### src/sdrm_pkg.sv
`timescale 1ns / 1ps

package sdrm_pkg;

    // operand widths fixed by the item format
    localparam int DIVIDEND_W = 64;
    localparam int DIVISOR_W  = 63;
    localparam int MODE_W     = 2;

    // quotient bits produced per restoring step stage
    localparam int BITS_PER_STAGE = 4;

    // rounding mode codes
    typedef enum logic [MODE_W-1:0] {
        MODE_FLOOR   = 2'd0,
        MODE_CEIL    = 2'd1,
        MODE_NEAREST = 2'd2,
        MODE_RSVD    = 2'd3
    } mode_t;

    // side information carried alongside the division pipe
    typedef struct packed {
        logic [MODE_W-1:0] mode;
        logic              neg;
        logic              zero_div;
    } side_t;

endpackage

### src/sdrm_div_stage.sv
`timescale 1ns / 1ps

module sdrm_div_stage
    import sdrm_pkg::*;
#(
    parameter int STEPS = BITS_PER_STAGE
) (
    input  logic                  aclk,
    input  logic                  aresetn,
    input  logic                  adv,
    input  logic                  in_valid,
    input  logic [DIVIDEND_W-1:0] in_quo,
    input  logic [DIVIDEND_W-1:0] in_rem,
    input  logic [DIVISOR_W-1:0]  in_dvs,
    input  side_t                 in_side,
    output logic                  out_valid,
    output logic [DIVIDEND_W-1:0] out_quo,
    output logic [DIVIDEND_W-1:0] out_rem,
    output logic [DIVISOR_W-1:0]  out_dvs,
    output side_t                 out_side
);

    logic                  valid_reg;
    logic [DIVIDEND_W-1:0] quo_reg, quo_next;
    logic [DIVIDEND_W-1:0] rem_reg, rem_next;
    logic [DIVISOR_W-1:0]  dvs_reg;
    side_t                 side_reg;

    // restoring steps: quo shifts out dividend bits at the top, in quotient bits at the bottom
    always_comb begin
        logic [DIVIDEND_W:0] trial;
        quo_next = in_quo;
        rem_next = in_rem;
        for (int i = 0; i < STEPS; i++) begin
            trial    = {rem_next, quo_next[DIVIDEND_W-1]} - {2'b00, in_dvs};
            quo_next = {quo_next[DIVIDEND_W-2:0], ~trial[DIVIDEND_W]};
            if (!trial[DIVIDEND_W]) begin
                rem_next = trial[DIVIDEND_W-1:0];
            end else begin
                rem_next = {rem_next[DIVIDEND_W-2:0], in_quo[DIVIDEND_W-1-i]};
            end
        end
    end

    always_ff @(posedge aclk) begin
        if (!aresetn) begin
            valid_reg <= 1'b0;
        end else if (adv) begin
            valid_reg <= in_valid;
        end
    end

    always_ff @(posedge aclk) begin
        if (adv) begin
            quo_reg  <= quo_next;
            rem_reg  <= rem_next;
            dvs_reg  <= in_dvs;
            side_reg <= in_side;
        end
    end

    assign out_valid = valid_reg;
    assign out_quo   = quo_reg;
    assign out_rem   = rem_reg;
    assign out_dvs   = dvs_reg;
    assign out_side  = side_reg;

endmodule

### config.mk
export PLATFORM = sky130hd
export DESIGN_NAME = sdrm_div_stage
export DESIGN_NICKNAME = d
export VERILOG_FILES = /design/src/sdrm_pkg.sv /design/src/sdrm_div_stage.sv
export SDC_FILE = /design/constraint.sdc
export NUM_CORES = 1
export LEC_CHECK = 0
export ABC_CLOCK_PERIOD_IN_PS = 16300
export BUFFER_PORTS_ARGS = -buffer_cell sky130_fd_sc_hd__buf_4
export CORE_UTILIZATION = 45
export CTS_BUF_LIST = sky130_fd_sc_hd__clkbuf_16
export DETAILED_ROUTE_END_ITERATION = 10
export PLACE_DENSITY = 0.76
export SYNTH_ARGS = -nofsm -noshare
export SYNTH_HDL_FRONTEND = slang
export SYNTH_SLANG_ARGS = --single-unit
### constraint.sdc
create_clock -name aclk -period 16.3 [get_ports aclk]
set_input_delay 0.815 -clock aclk [delete_from_list [all_inputs] [get_ports aclk]]
set_output_delay 0.815 -clock aclk [all_outputs]
set_load 0.02 [all_outputs]
==> summary.md <==
| Metric | Value |
|---|---|
| Status | `complete, no violations` |
| Post-synthesis sequential area ratio | `25.78%` |
| Fin crit period | `about 15 ns` |
| Number of DRC violations after detailed-routing iteration 0 | `around 1800` |
| Ys Warns | `0` |
| Max-cap violations | `0` |
| CP max FO | `37` |
| Post-synth top area share | `between 20% and 30%` |
| Critical path capture point type | `flip-flop` |
| Final setup viols | `0` |
| Drt first pass iters | `6` |
| Most frequent cell after synthesis | `a21oi_1` |
| Crit path top cell by count | `buf_4` |
| CTS Sinks | `around 200` |
| Clock buffer depth | `2` |
| Final Hold Viols | `0` |
| Synth Register Bits | `approximately 200` |
| Skew-Pair Late Insertion Delay | `around 0.51 ns` |
| Nets | `about 3500` |
| Vias in the first global route | `between 20000 and 25000` |
| Startpoint Class | `primary input` |
| CP Buf/Inv Count | `12` |
| Crit-path slowest cell | `or4_1` |
| DRC viols | `0` |
| Synth Instances | `2696` |
| Syn Area/Cell | `approximately 8.5 sq um` |
| Antenna-violating nets left | `0` |
| Slew HR | `roughly two fifths` |
| Number of different library cells in the post-synthesis netlist | `between 80 and 90` |
| All-Layer GR Usage | `a little over a quarter` |
| Die Y | `227.1 microns` |
| Clk pin slew, worst setup/hold paths | `0.09 ns` |
| Fin Setup TNS | `0 ns` |
| Least-Margin Pin Slew | `roughly 0.85 ns` |
| Worst path arrival time | `between 15 and 20 ns` |
| Commonest cells in the netlist | `a21oi_1 (319), ha_1 (252), nor2_1 (235)` |
| Post-DP HPWL | `a little under 60000 microns` |
| Worst Skew | `0 ns` |
| Synth Flop Type | `edfxtp_1` |
| Synth area leader | `edfxtp_1` |
| Vias | `around 22000` |
| Syn Std Cell Area | `22790 sq um` |
| Num ports | `around 400` |
| TritonCTS clock tree | `done` |
| Layout area overhead | `20.32%` |
| GPL Wtd Cong | `just under 1` |
| WL per Instance | `18.94 microns` |
| Hold Worst Slack | `0.4698 ns` |
| Slew Limit Fails | `0` |
| Fraction of layout cells with a size suffix above 1 | `~20%` |
| Async S/R FF share, synth | `0%` |
| Core Util, Final | `54.78%` |
| Worst path top cell family by delay | `compound AO/OA/AOI/OAI gates` |
| GR Overflow Total | `0` |
| Ranking of synthesized cells by area | `edfxtp_1 (26%), ha_1 (14%), a21oi_1 (7.0%)` |
| Drt total wl | `71290 microns` |
| RSZ-0062 raised after global routing | `no` |
| CP Class | `in -> reg` |
| Port Buf Inserts | `approximately 390` |
| Die area | `around 52000 sq um` |
| CORE AREA | `50070 sq um` |
| First-pass GRT wire length | `between 100000 and 150000 microns` |
| Via density per instance | `between 5 and 6` |
| Initial antenna violation count | `1` |
| Number of synthesized flops with an enable pin | `195` |
| Fmax | `around 65 MHz` |
| Total CTS buffers | `17` |
| Die X | `around 230 microns` |
| Required time worst endpoint | `around 17 ns` |
| CTS Hold Buffers Added | `0` |
| FP Rows | `around 80` |
| H-tree depth | `4` |
| Clk root buf | `clkbuf_16` |
| Hold/Removal Path Class | `in -> reg` |
| Fin crit share | `~95%` |
| Initial Util | `45.53%` |
| Largest net degree at the start of global routing | `just under 70` |
| Critical Path Max Stage Delay | `~0.52 ns` |
| Syn nets | `roughly 3200` |
-- kinds of logic (layout without fill, tap and decap cells) --
group	Yosys count	after routing	synth area share, %
xor gates and xnor gates	226	226	8.799
other	0	1	0
buffers and inverters	252	646	4.369
DFF	196	196	25.78
muxes	138	138	7.042
AOI/OAI and AO/OA	910	910	25.06
and+or+nand+nor	718	718	14.77
adders and majority gates	256	256	14.18
-- registers in the layout (all words and copies together) (netlist names) --
register and flops:
out_side 4, out_dvs 63, out_quo 64, out_rem 64, out_valid 1
-- worst paths after layout --
check / slack, ns / cells after the start / start / to
worst min-delay path: 0.47 / 1 / in_quo[6] / out_quo[10]
worst min register to register: 0.54 / 2 / out_valid / out_valid
worst max-delay path: 0.81 / 65 / in_quo[63] / out_rem[29]
worst max register to register: 15.69 / 2 / out_valid / out_valid
-- layout by cell type, fill, tap and decap left out, types with 47 or more instances in the layout --
master	n
nand4_1	47
a21oi_1	318
a21o_1	143
xnor2_1	156
nand3_1	52
xor2_1	68
edfxtp_1	195
buf_4	455
inv_1	151
ha_1	252
nand2_1	195
o21ai_0	167
nor2_1	234
mux2_2	69
-- cell type report --
class,count,area (sq um)
Sequential cell,196,5876
Multi-Input combinational cell,2248,15970
Timing Repair Buffer,462,3541
Inverter,152,570.5
Tap cell,672,840.8
Clock buffer,17,425.4
Antenna cell,1,2.502
Fill cell,4737,22640
Clock inverter,15,196.4
-- metal layers --
layer	share of wire, %	global-route usage (%)	wire length [microns]	up-vias
li1	-	-	-	10762
met1	44	34.91	31130	10250
met2	46	44.91	32910	824
met3	7.2	4.788	5117	115
met4	3.0	9.721	2133	0
met5	0	0	0	-
-- per-stage QoR --
stage / instance area, sq um / worst slack, ns / cells
6_report: 27430 / 0.8060 / 3763
5_1_grt: 27430 / 0.02969 / 3763
4_1_cts: 27350 / 0.5264 / 3756
3_5_place_dp: 26720 / 0.04465 / 3724
3_3_place_gp: 26720 / 0.2268 / 3724
2_1_floorplan: 22790 / 0.6933 / 2696
-- what timing repair did --
item	CTS	global route
setup endpoints to repair	0	65
resized for setup	0	7
setup buffers	0	6
Power is left out: the tool's default activity adds up to more than one toggle a clock period on the data nets, which glitch-free logic cannot reach.
