**config.mk**
```make
export PLATFORM = sky130hd
export DESIGN_NAME = sdrm_round
export DESIGN_NICKNAME = d
export VERILOG_FILES = /design/src/sdrm_pkg.sv /design/src/sdrm_round.sv
export SDC_FILE = /design/constraint.sdc
export NUM_CORES = 1
export LEC_CHECK = 0
export BUFFER_PORTS_ARGS = -buffer_cell sky130_fd_sc_hd__buf_2
export CORE_ASPECT_RATIO = 1.75
export CORE_UTILIZATION = 27
export DETAILED_ROUTE_END_ITERATION = 10
export PLACE_DENSITY = 0.49
export REMOVE_ABC_BUFFERS = 1
export SYNTH_ARGS = -nofsm -noshare
export SYNTH_HDL_FRONTEND = slang
export SYNTH_SLANG_ARGS = --single-unit
```
**constraint.sdc**
```tcl
create_clock -name aclk -period 7.6 [get_ports aclk]
set_input_delay 0.38 -clock aclk [delete_from_list [all_inputs] [get_ports aclk]]
set_output_delay 0.38 -clock aclk [all_outputs]
set_load 0.03 [all_outputs]
```
**src/sdrm_pkg.sv**
```systemverilog
`timescale 1ns / 1ps

package sdrm_pkg;

    // operand widths fixed by the item format
    localparam int DIVIDEND_W = 64;
    localparam int DIVISOR_W  = 63;
    localparam int MODE_W     = 2;

    // quotient bits produced per restoring step stage
    localparam int BITS_PER_STAGE = 4;

    // rounding mode codes
    typedef enum logic [MODE_W-1:0] {
        MODE_FLOOR   = 2'd0,
        MODE_CEIL    = 2'd1,
        MODE_NEAREST = 2'd2,
        MODE_RSVD    = 2'd3
    } mode_t;

    // side information carried alongside the division pipe
    typedef struct packed {
        logic [MODE_W-1:0] mode;
        logic              neg;
        logic              zero_div;
    } side_t;

endpackage

```
**src/sdrm_round.sv**
```systemverilog
`timescale 1ns / 1ps

module sdrm_round
    import sdrm_pkg::*;
(
    input  logic                  aclk,
    input  logic                  aresetn,
    input  logic                  adv,
    input  logic                  in_valid,
    input  logic [DIVIDEND_W-1:0] in_quo,
    input  logic [DIVIDEND_W-1:0] in_rem,
    input  logic [DIVISOR_W-1:0]  in_dvs,
    input  side_t                 in_side,
    output logic                  out_valid,
    output logic [DIVIDEND_W-1:0] out_quo,
    output logic [DIVIDEND_W-1:0] out_rem,
    output logic                  out_err
);

    logic                  valid_a_reg, valid_b_reg;
    logic [DIVIDEND_W-1:0] qf_reg, qf_next;
    logic [DIVIDEND_W-1:0] rf_reg, rf_next;
    logic [DIVIDEND_W-1:0] dvs_reg;
    side_t                 side_reg;
    logic [DIVIDEND_W-1:0] q_reg, q_next;
    logic [DIVIDEND_W-1:0] r_reg, r_next;
    logic                  err_reg;
    logic [DIVIDEND_W-1:0] dvs_ext;
    logic                  bump;

    assign dvs_ext = {1'b0, in_dvs};

    // floor correction of the magnitude result
    always_comb begin
        if (!in_side.neg) begin
            qf_next = in_quo;
            rf_next = in_rem;
        end else if (in_rem == '0) begin
            qf_next = '0 - in_quo;
            rf_next = '0;
        end else begin
            qf_next = ~in_quo;
            rf_next = dvs_ext - in_rem;
        end
    end

    always_ff @(posedge aclk) begin
        if (adv) begin
            qf_reg   <= qf_next;
            rf_reg   <= rf_next;
            dvs_reg  <= dvs_ext;
            side_reg <= in_side;
        end
    end

    // mode adjustment, cleared to zero on a zero divisor
    always_comb begin
        unique case (mode_t'(side_reg.mode))
            MODE_FLOOR: bump = 1'b0;
            MODE_CEIL:  bump = (rf_reg != '0);
            default:    bump = ((dvs_reg - rf_reg) <= rf_reg);
        endcase
        q_next = bump ? qf_reg + 1'b1 : qf_reg;
        r_next = bump ? rf_reg - dvs_reg : rf_reg;
        if (side_reg.zero_div) begin
            q_next = '0;
            r_next = '0;
        end
    end

    always_ff @(posedge aclk) begin
        if (adv) begin
            q_reg   <= q_next;
            r_reg   <= r_next;
            err_reg <= side_reg.zero_div;
        end
    end

    always_ff @(posedge aclk) begin
        if (!aresetn) begin
            valid_a_reg <= 1'b0;
            valid_b_reg <= 1'b0;
        end else if (adv) begin
            valid_a_reg <= in_valid;
            valid_b_reg <= valid_a_reg;
        end
    end

    assign out_valid = valid_b_reg;
    assign out_quo   = q_reg;
    assign out_rem   = r_reg;
    assign out_err   = err_reg;

endmodule

```
==> results of run 1 <==
[worst max-delay path: cells and delay by family (launching register included)]
kind / cells / cell delay [ps]
and+or+nand+nor: 6 / 1170
xor gates and xnor gates: 1 / 130
AOI/OAI and AO/OA: 14 / 3300
buffers and inverters: 6 / 1140
adders and majority gates: 2 / 620
DFF: 1 / 430
[routing by layer]
metal,up-vias,GRT usage (%)
met5,-,0
met4,4,9.49
met3,189,2.11
met2,672,38.6
met1,11700,21.8
li1,11900,-
[synth_stat cells, drive strengths merged (6+ instances only)]
cell type,number
o21a,23
nor3,31
a211o,6
or2,23
a221oi,10
nand3,70
a22o,9
a31oi,26
a21boi,7
a221o,9
nand2b,35
nor2,152
o21ai,188
xor2,62
buf,27
a21o,104
a31o,8
and4,12
inv,247
or4,29
ha,254
o31ai,49
clkbuf,105
edfxtp,323
o22ai,48
nand2,242
o2111ai,6
o21bai,35
nor4,49
a211oi,23
xnor2,172
nor2b,38
a21oi,324
and3,31
and2,20
nand4,58
or3,55
o41ai,16
o211ai,20
[final cells by class]
class,count,area (um2)
Clock buffer,45,998
Fill cell,10400,66100
Tap cell,1309,1640
Timing Repair Buffer,473,2930
Antenna cell,1,2.50
Inverter,247,927
Sequential cell,325,9740
Multi-Input combinational cell,2304,15700
Clock inverter,22,191
[worst paths after layout]
| path | start | to | slack (ps) | depth (start not counted) |
|---|---|---|---|---|
| max reg2reg | dvs_reg[1] | out_quo[59] | 460 | 29 |
| min | in_dvs[60] | dvs_reg[60] | 30 | 1 |
| max | dvs_reg[1] | out_quo[59] | 460 | 29 |
| min reg2reg | out_valid | out_valid | 520 | 2 |
[cells in the final DEF (no fill, tap or decap), types with 47 or more instances in the layout]
cell type	count
nand2_1	240
nand3_1	69
inv_1	247
edfxtp_1	323
nor2_1	151
o31ai_1	47
a21oi_1	323
nand4_1	58
buf_2	326
a21o_1	104
dlygate4sd3_1	50
xor2_1	62
buf_4	91
o22ai_1	48
o21ai_0	183
ha_1	254
xnor2_1	172
or3_1	55
[power by group]
part / internal (mW) / switching, mW
Sequential: 2.23 / 0.167
Clock: 1.02 / 0.826
Combinational: 1.13 / 1.87
Total: 4.37 / 2.87
[cells by family after synthesis]
logic type,after synthesis,share of synthesized area [%]
adder cells (fa/ha/maj),257,12.0
AND/OR/NAND/NOR,861,16.5
flip-flops,325,36.2
buffers and inverters,379,5.37
AO/OA/AOI/OAI,946,22.0
multiplexers,6,0.233
XOR/XNOR,234,7.62
[repair_timing]
action / in CTS / in global routing
endpoints found under the setup margin: 0 / 27
hold buffers: 50 / 0
resized for setup: 0 / 3
endpoints found under the hold margin: 51 / 0
[through the flow]
step / power [mW] / cells
floorplan: 4.28 / 2876
finish: 7.24 / 4726
global route: 7.65 / 4726
detailed placement: 5.40 / 4608
CTS: 7.32 / 4725
global placement: 5.42 / 4608
==> results.ini, run 1 <==
[run_status]
outcome = finished clean

[detailed_routing]
vias = 24400
wl_met3_um = 3990
drtIter0Drc = 1225
drc = 0
wl_met1_um = 39800
wl_met2_um = 55600
wl_per_cell_um = 22.1
top_layer = met5
via_per_inst = 5.16
wl_um = 104000
firstDrtPassIters = 5
drtAntennaViolNets = 0

[clock_network]
tritoncts = built
clockBufferDepth = 3
cts_num_sinks = 325
cts_htree_levels = 2
numCtsBuffers = 37
path_clk_slew_ps = 70
clk_latency_ps = 590
root_buffer = clkbuf_16
post-cts-setup-buffer-count = 0

[power]
power_leakage_nw = 13.5
cellPowerDensity_mw_per_mm2 = 225
worst_ir_drop_vdd_uv = 135

[critical_path]
cp-end-kind = flip-flop
worstPathRequired_ps = 7880
path_class = reg -> reg
cp_slowest_cell = nor4bb_1
critPathMaxStageDelay_ps = 460
arrival_ps = 7420
worst_setup_path_start_kind = flip-flop
crit_top_cell = buf_4
cp_max_fo = 24

[timing]
fin_crit_sh_pct = 94.0
tightest_slew_ps = 1010
hold_slack_ps = 33.2
slew_violations = 0
slew_headroom_pct = 31.7
setup_violations = 0
period_needed_ps = 7140
final_hold_viol_count = 0
rsz0062_at_grt = no
fmax_ghz = 0.140
tns_ps = 0
timing.final.ws_setup_ps = 456
skew_ps = 39.2

[synth]
syn-cell-area_mm2 = 0.0269
syn_avg_cell_area_um2 = 8.94
ys_top_cells_by_area = edfxtp_1 (36%), ha_1 (12%), a21oi_1 (6.0%), xnor2_1 (5.6%), inv_1 (3.4%)
synth_top_area_share_pct = 36.1
synth_async_sr_flop_share_pct = 0
yosys.area.top_type = edfxtp_1
synth-seq-area-share_pct = 36.2
synth-edff-count = 323
yosysWarnings = 0
synth_flop_cell = edfxtp_1
yosysUniqueCellTypes = 85
synthCells = 3008
synth_seq_cells = 325

[global_route]
grt_first_pass_wirelength_um = 151000
grt_antenna_before_repair = 4
grt_max_degree = 127
grt_pass1_vias = 24500
gr-total-overflow = 0
track_usage_pct = 20.2

[finish]
design_area_mm2 = 0.0322
drive_above_1_share_pct = 15.7
nets = 3844
area_growth_syn_to_layout_pct = 19.7
final_core_util_pct = 32.7

[hold_path]
hold_path_class = in -> reg

[floorplan]
die_area_mm2 = 0.101
num_io_pins = 329
die_h_um = 419
rows = 152
core_mm2 = 0.0983
die_w_um = 241
initial_utilization_pct = 27.3

[placed_design]
hpwl_um = 85700
pre_cts_slack_ps = 270
place_area_mm2 = 0.0305
gp_congestion = 0.936
portBuffers = 328

[flow_run]
drv_cap = 0

Power figures use the tool's default switching activity.
==> run 2: changes to the inputs <==
--- a/config.mk
+++ b/config.mk
@@ -7,6 +7,7 @@
 export LEC_CHECK = 0
 export BUFFER_PORTS_ARGS = -buffer_cell sky130_fd_sc_hd__buf_2
 export CORE_ASPECT_RATIO = 1.75
+export CORE_MARGIN = 5
 export CORE_UTILIZATION = 27
 export DETAILED_ROUTE_END_ITERATION = 10
 export PLACE_DENSITY = 0.49
==> run 2 against run 1 <==
Utilization shrank 0.14 points. Die area rose by 5.3%. Count of clock-buffer cells in the layout increased by 1. Global-route usage shrank 1.3 points. Sequential share of layout area down 0.12 points. Final cell count down 0.13%. Setup slack lost 100 ps. Flip-flop and latch count unchanged. Register-to-register slack worse by 100 ps. Largest power group unchanged. Wire length is 0.75% higher.
==> results.ini, run 2 (same netlist as run 1, synthesis figures left out) <==
[floorplan]
core_mm2 = 0.0992
die_area_mm2 = 0.106
num_io_pins = 329
initial_utilization_pct = 27.1
die_h_um = 427
rows = 153
die_w_um = 249

[placed_design]
hpwl_um = 86600
gp_congestion = 0.931
portBuffers = 328
post-place-cells = 4599
pre_cts_slack_ps = -131
place_area_mm2 = 0.0304

[timing]
fmax_ghz = 0.138
final_hold_viol_count = 0
slew_violations = 0
skew_ps = 47.4
period_needed_ps = 7250
timing.final.ws_setup_ps = 352
tightest_slew_ps = 1140
setup_violations = 0
tns_ps = 0
slew_headroom_pct = 23.0
rsz0062_at_grt = no
fin_crit_sh_pct = 95.4

[finish]
fin_cells = 4720
final_common_cell = buf_2
area_growth_syn_to_layout_pct = 20.2
fillers = 10600
final_cell_mix = buf_2 (326), edfxtp_1 (323), a21oi_1 (322)
design_area_mm2 = 0.0323
drive_above_1_share_pct = 15.6
nets = 3829

[clock_network]
clk_latency_ps = 600
cts_htree_levels = 2
tritoncts = built
cts_num_sinks = 325
path_clk_slew_ps = 60
numCtsBuffers = 38
clockBufferDepth = 3
root_buffer = clkbuf_16

[critical_path]
worstPathRequired_ps = 7950
cp_max_fo = 33
path_class = reg -> reg
arrival_ps = 7600
worst_setup_path_start_kind = flip-flop
critPathMaxStageDelay_ps = 430
cp-end-kind = flip-flop
cp_slowest_cell = ha_1

[global_route]
grt_max_degree = 105
grt_first_pass_wirelength_um = 154000
gr-total-overflow = 0
grt_pass1_vias = 24900
grt_antenna_before_repair = 5
track_usage_pct = 18.9

[detailed_routing]
wl_per_cell_um = 22.3
drtIter0Drc = 1377
wl_met2_um = 55300
wl_um = 105000
top_layer = met5
vias = 24300
drc = 0
wl_met1_um = 40200
firstDrtPassIters = 6
drtAntennaViolNets = 0
via_per_inst = 5.16
wl_met3_um = 4200

[hold_path]
hold_path_class = in -> reg

[power]
power_leakage_nw = 13.6
cellPowerDensity_mw_per_mm2 = 231
power_mw = 7.46
worst_ir_drop_vdd_uv = 126

[flow_run]
drv_cap = 0

[run_status]
outcome = finished clean

## run 2: changes by cell type in the layout (fill, tap and decap cells not counted), sizes merged
cell	delta
bufinv	+6
clkbuf	+1
clkinvlp	-1
buf	-15
clkinv	-3
dlygate4sd3	-1
inv	-1
## run 2: through the flow
stage,util [%],hold WS [ps]
finish,32.6,22.6
global route,32.6,19.3
floorplan,-,479
CTS,32.5,4.10
global placement,30.7,498
detailed placement,30.7,518
## run 2: per-layer routing
| layer | global-route usage, % | vias to the layer above |
|---|---|---|
| met4 | 8.46 | 2 |
| met1 | 20.7 | 11600 |
| met5 | 0 | - |
| met2 | 36.3 | 679 |
| met3 | 2.21 | 198 |
| li1 | - | 11800 |
## run 2: path summary, 6_finish.rpt
path,start,end,slack (ps),cells past startpoint
setup / recovery,rf_reg[3],out_rem[30],350,31
hold / removal,in_dvs[60],dvs_reg[60],20,1
setup reg to reg,rf_reg[3],out_rem[30],350,31
hold reg to reg,valid_a_reg,valid_a_reg,530,2
## run 2: cell type report
cell class	count	area, um2	area share, %
Timing Repair Buffer	457	2860	8.85
Clock buffer	46	1010	3.13
Sequential cell	325	9740	30.1
Multi-Input combinational cell	2304	15800	48.9
Antenna cell	1	2.50	0.00775
Tap cell	1317	1650	5.10
Clock inverter	23	335	1.04
Inverter	247	927	2.87
## run 2: power by group
part / internal [mW] / switching (mW) / total (mW)
clock: 1.23 / 0.820 / 2.05
sequential: 2.23 / 0.175 / 2.40
combinational: 1.13 / 1.87 / 3.01
## run 2: timing repair
item,4_1_cts,5_1_grt
buffers inserted,0,2
hold buffers,49,0
hold endpoints to repair,50,0
endpoints found under the setup margin,5,101
pin swaps,0,4
gates resized for setup,2,7
cloned,0,0
## run 2: worst max-delay path: cells and delay by family, from the launching register on
family                     cells  cell delay (ps)
AOI/OAI and AO/OA             14             3310
xor gates and xnor gates       1              150
adders and majority gates      2              760
buffers and inverters          8             1270
DFF                            1              400
and+or+nand+nor                6             1030
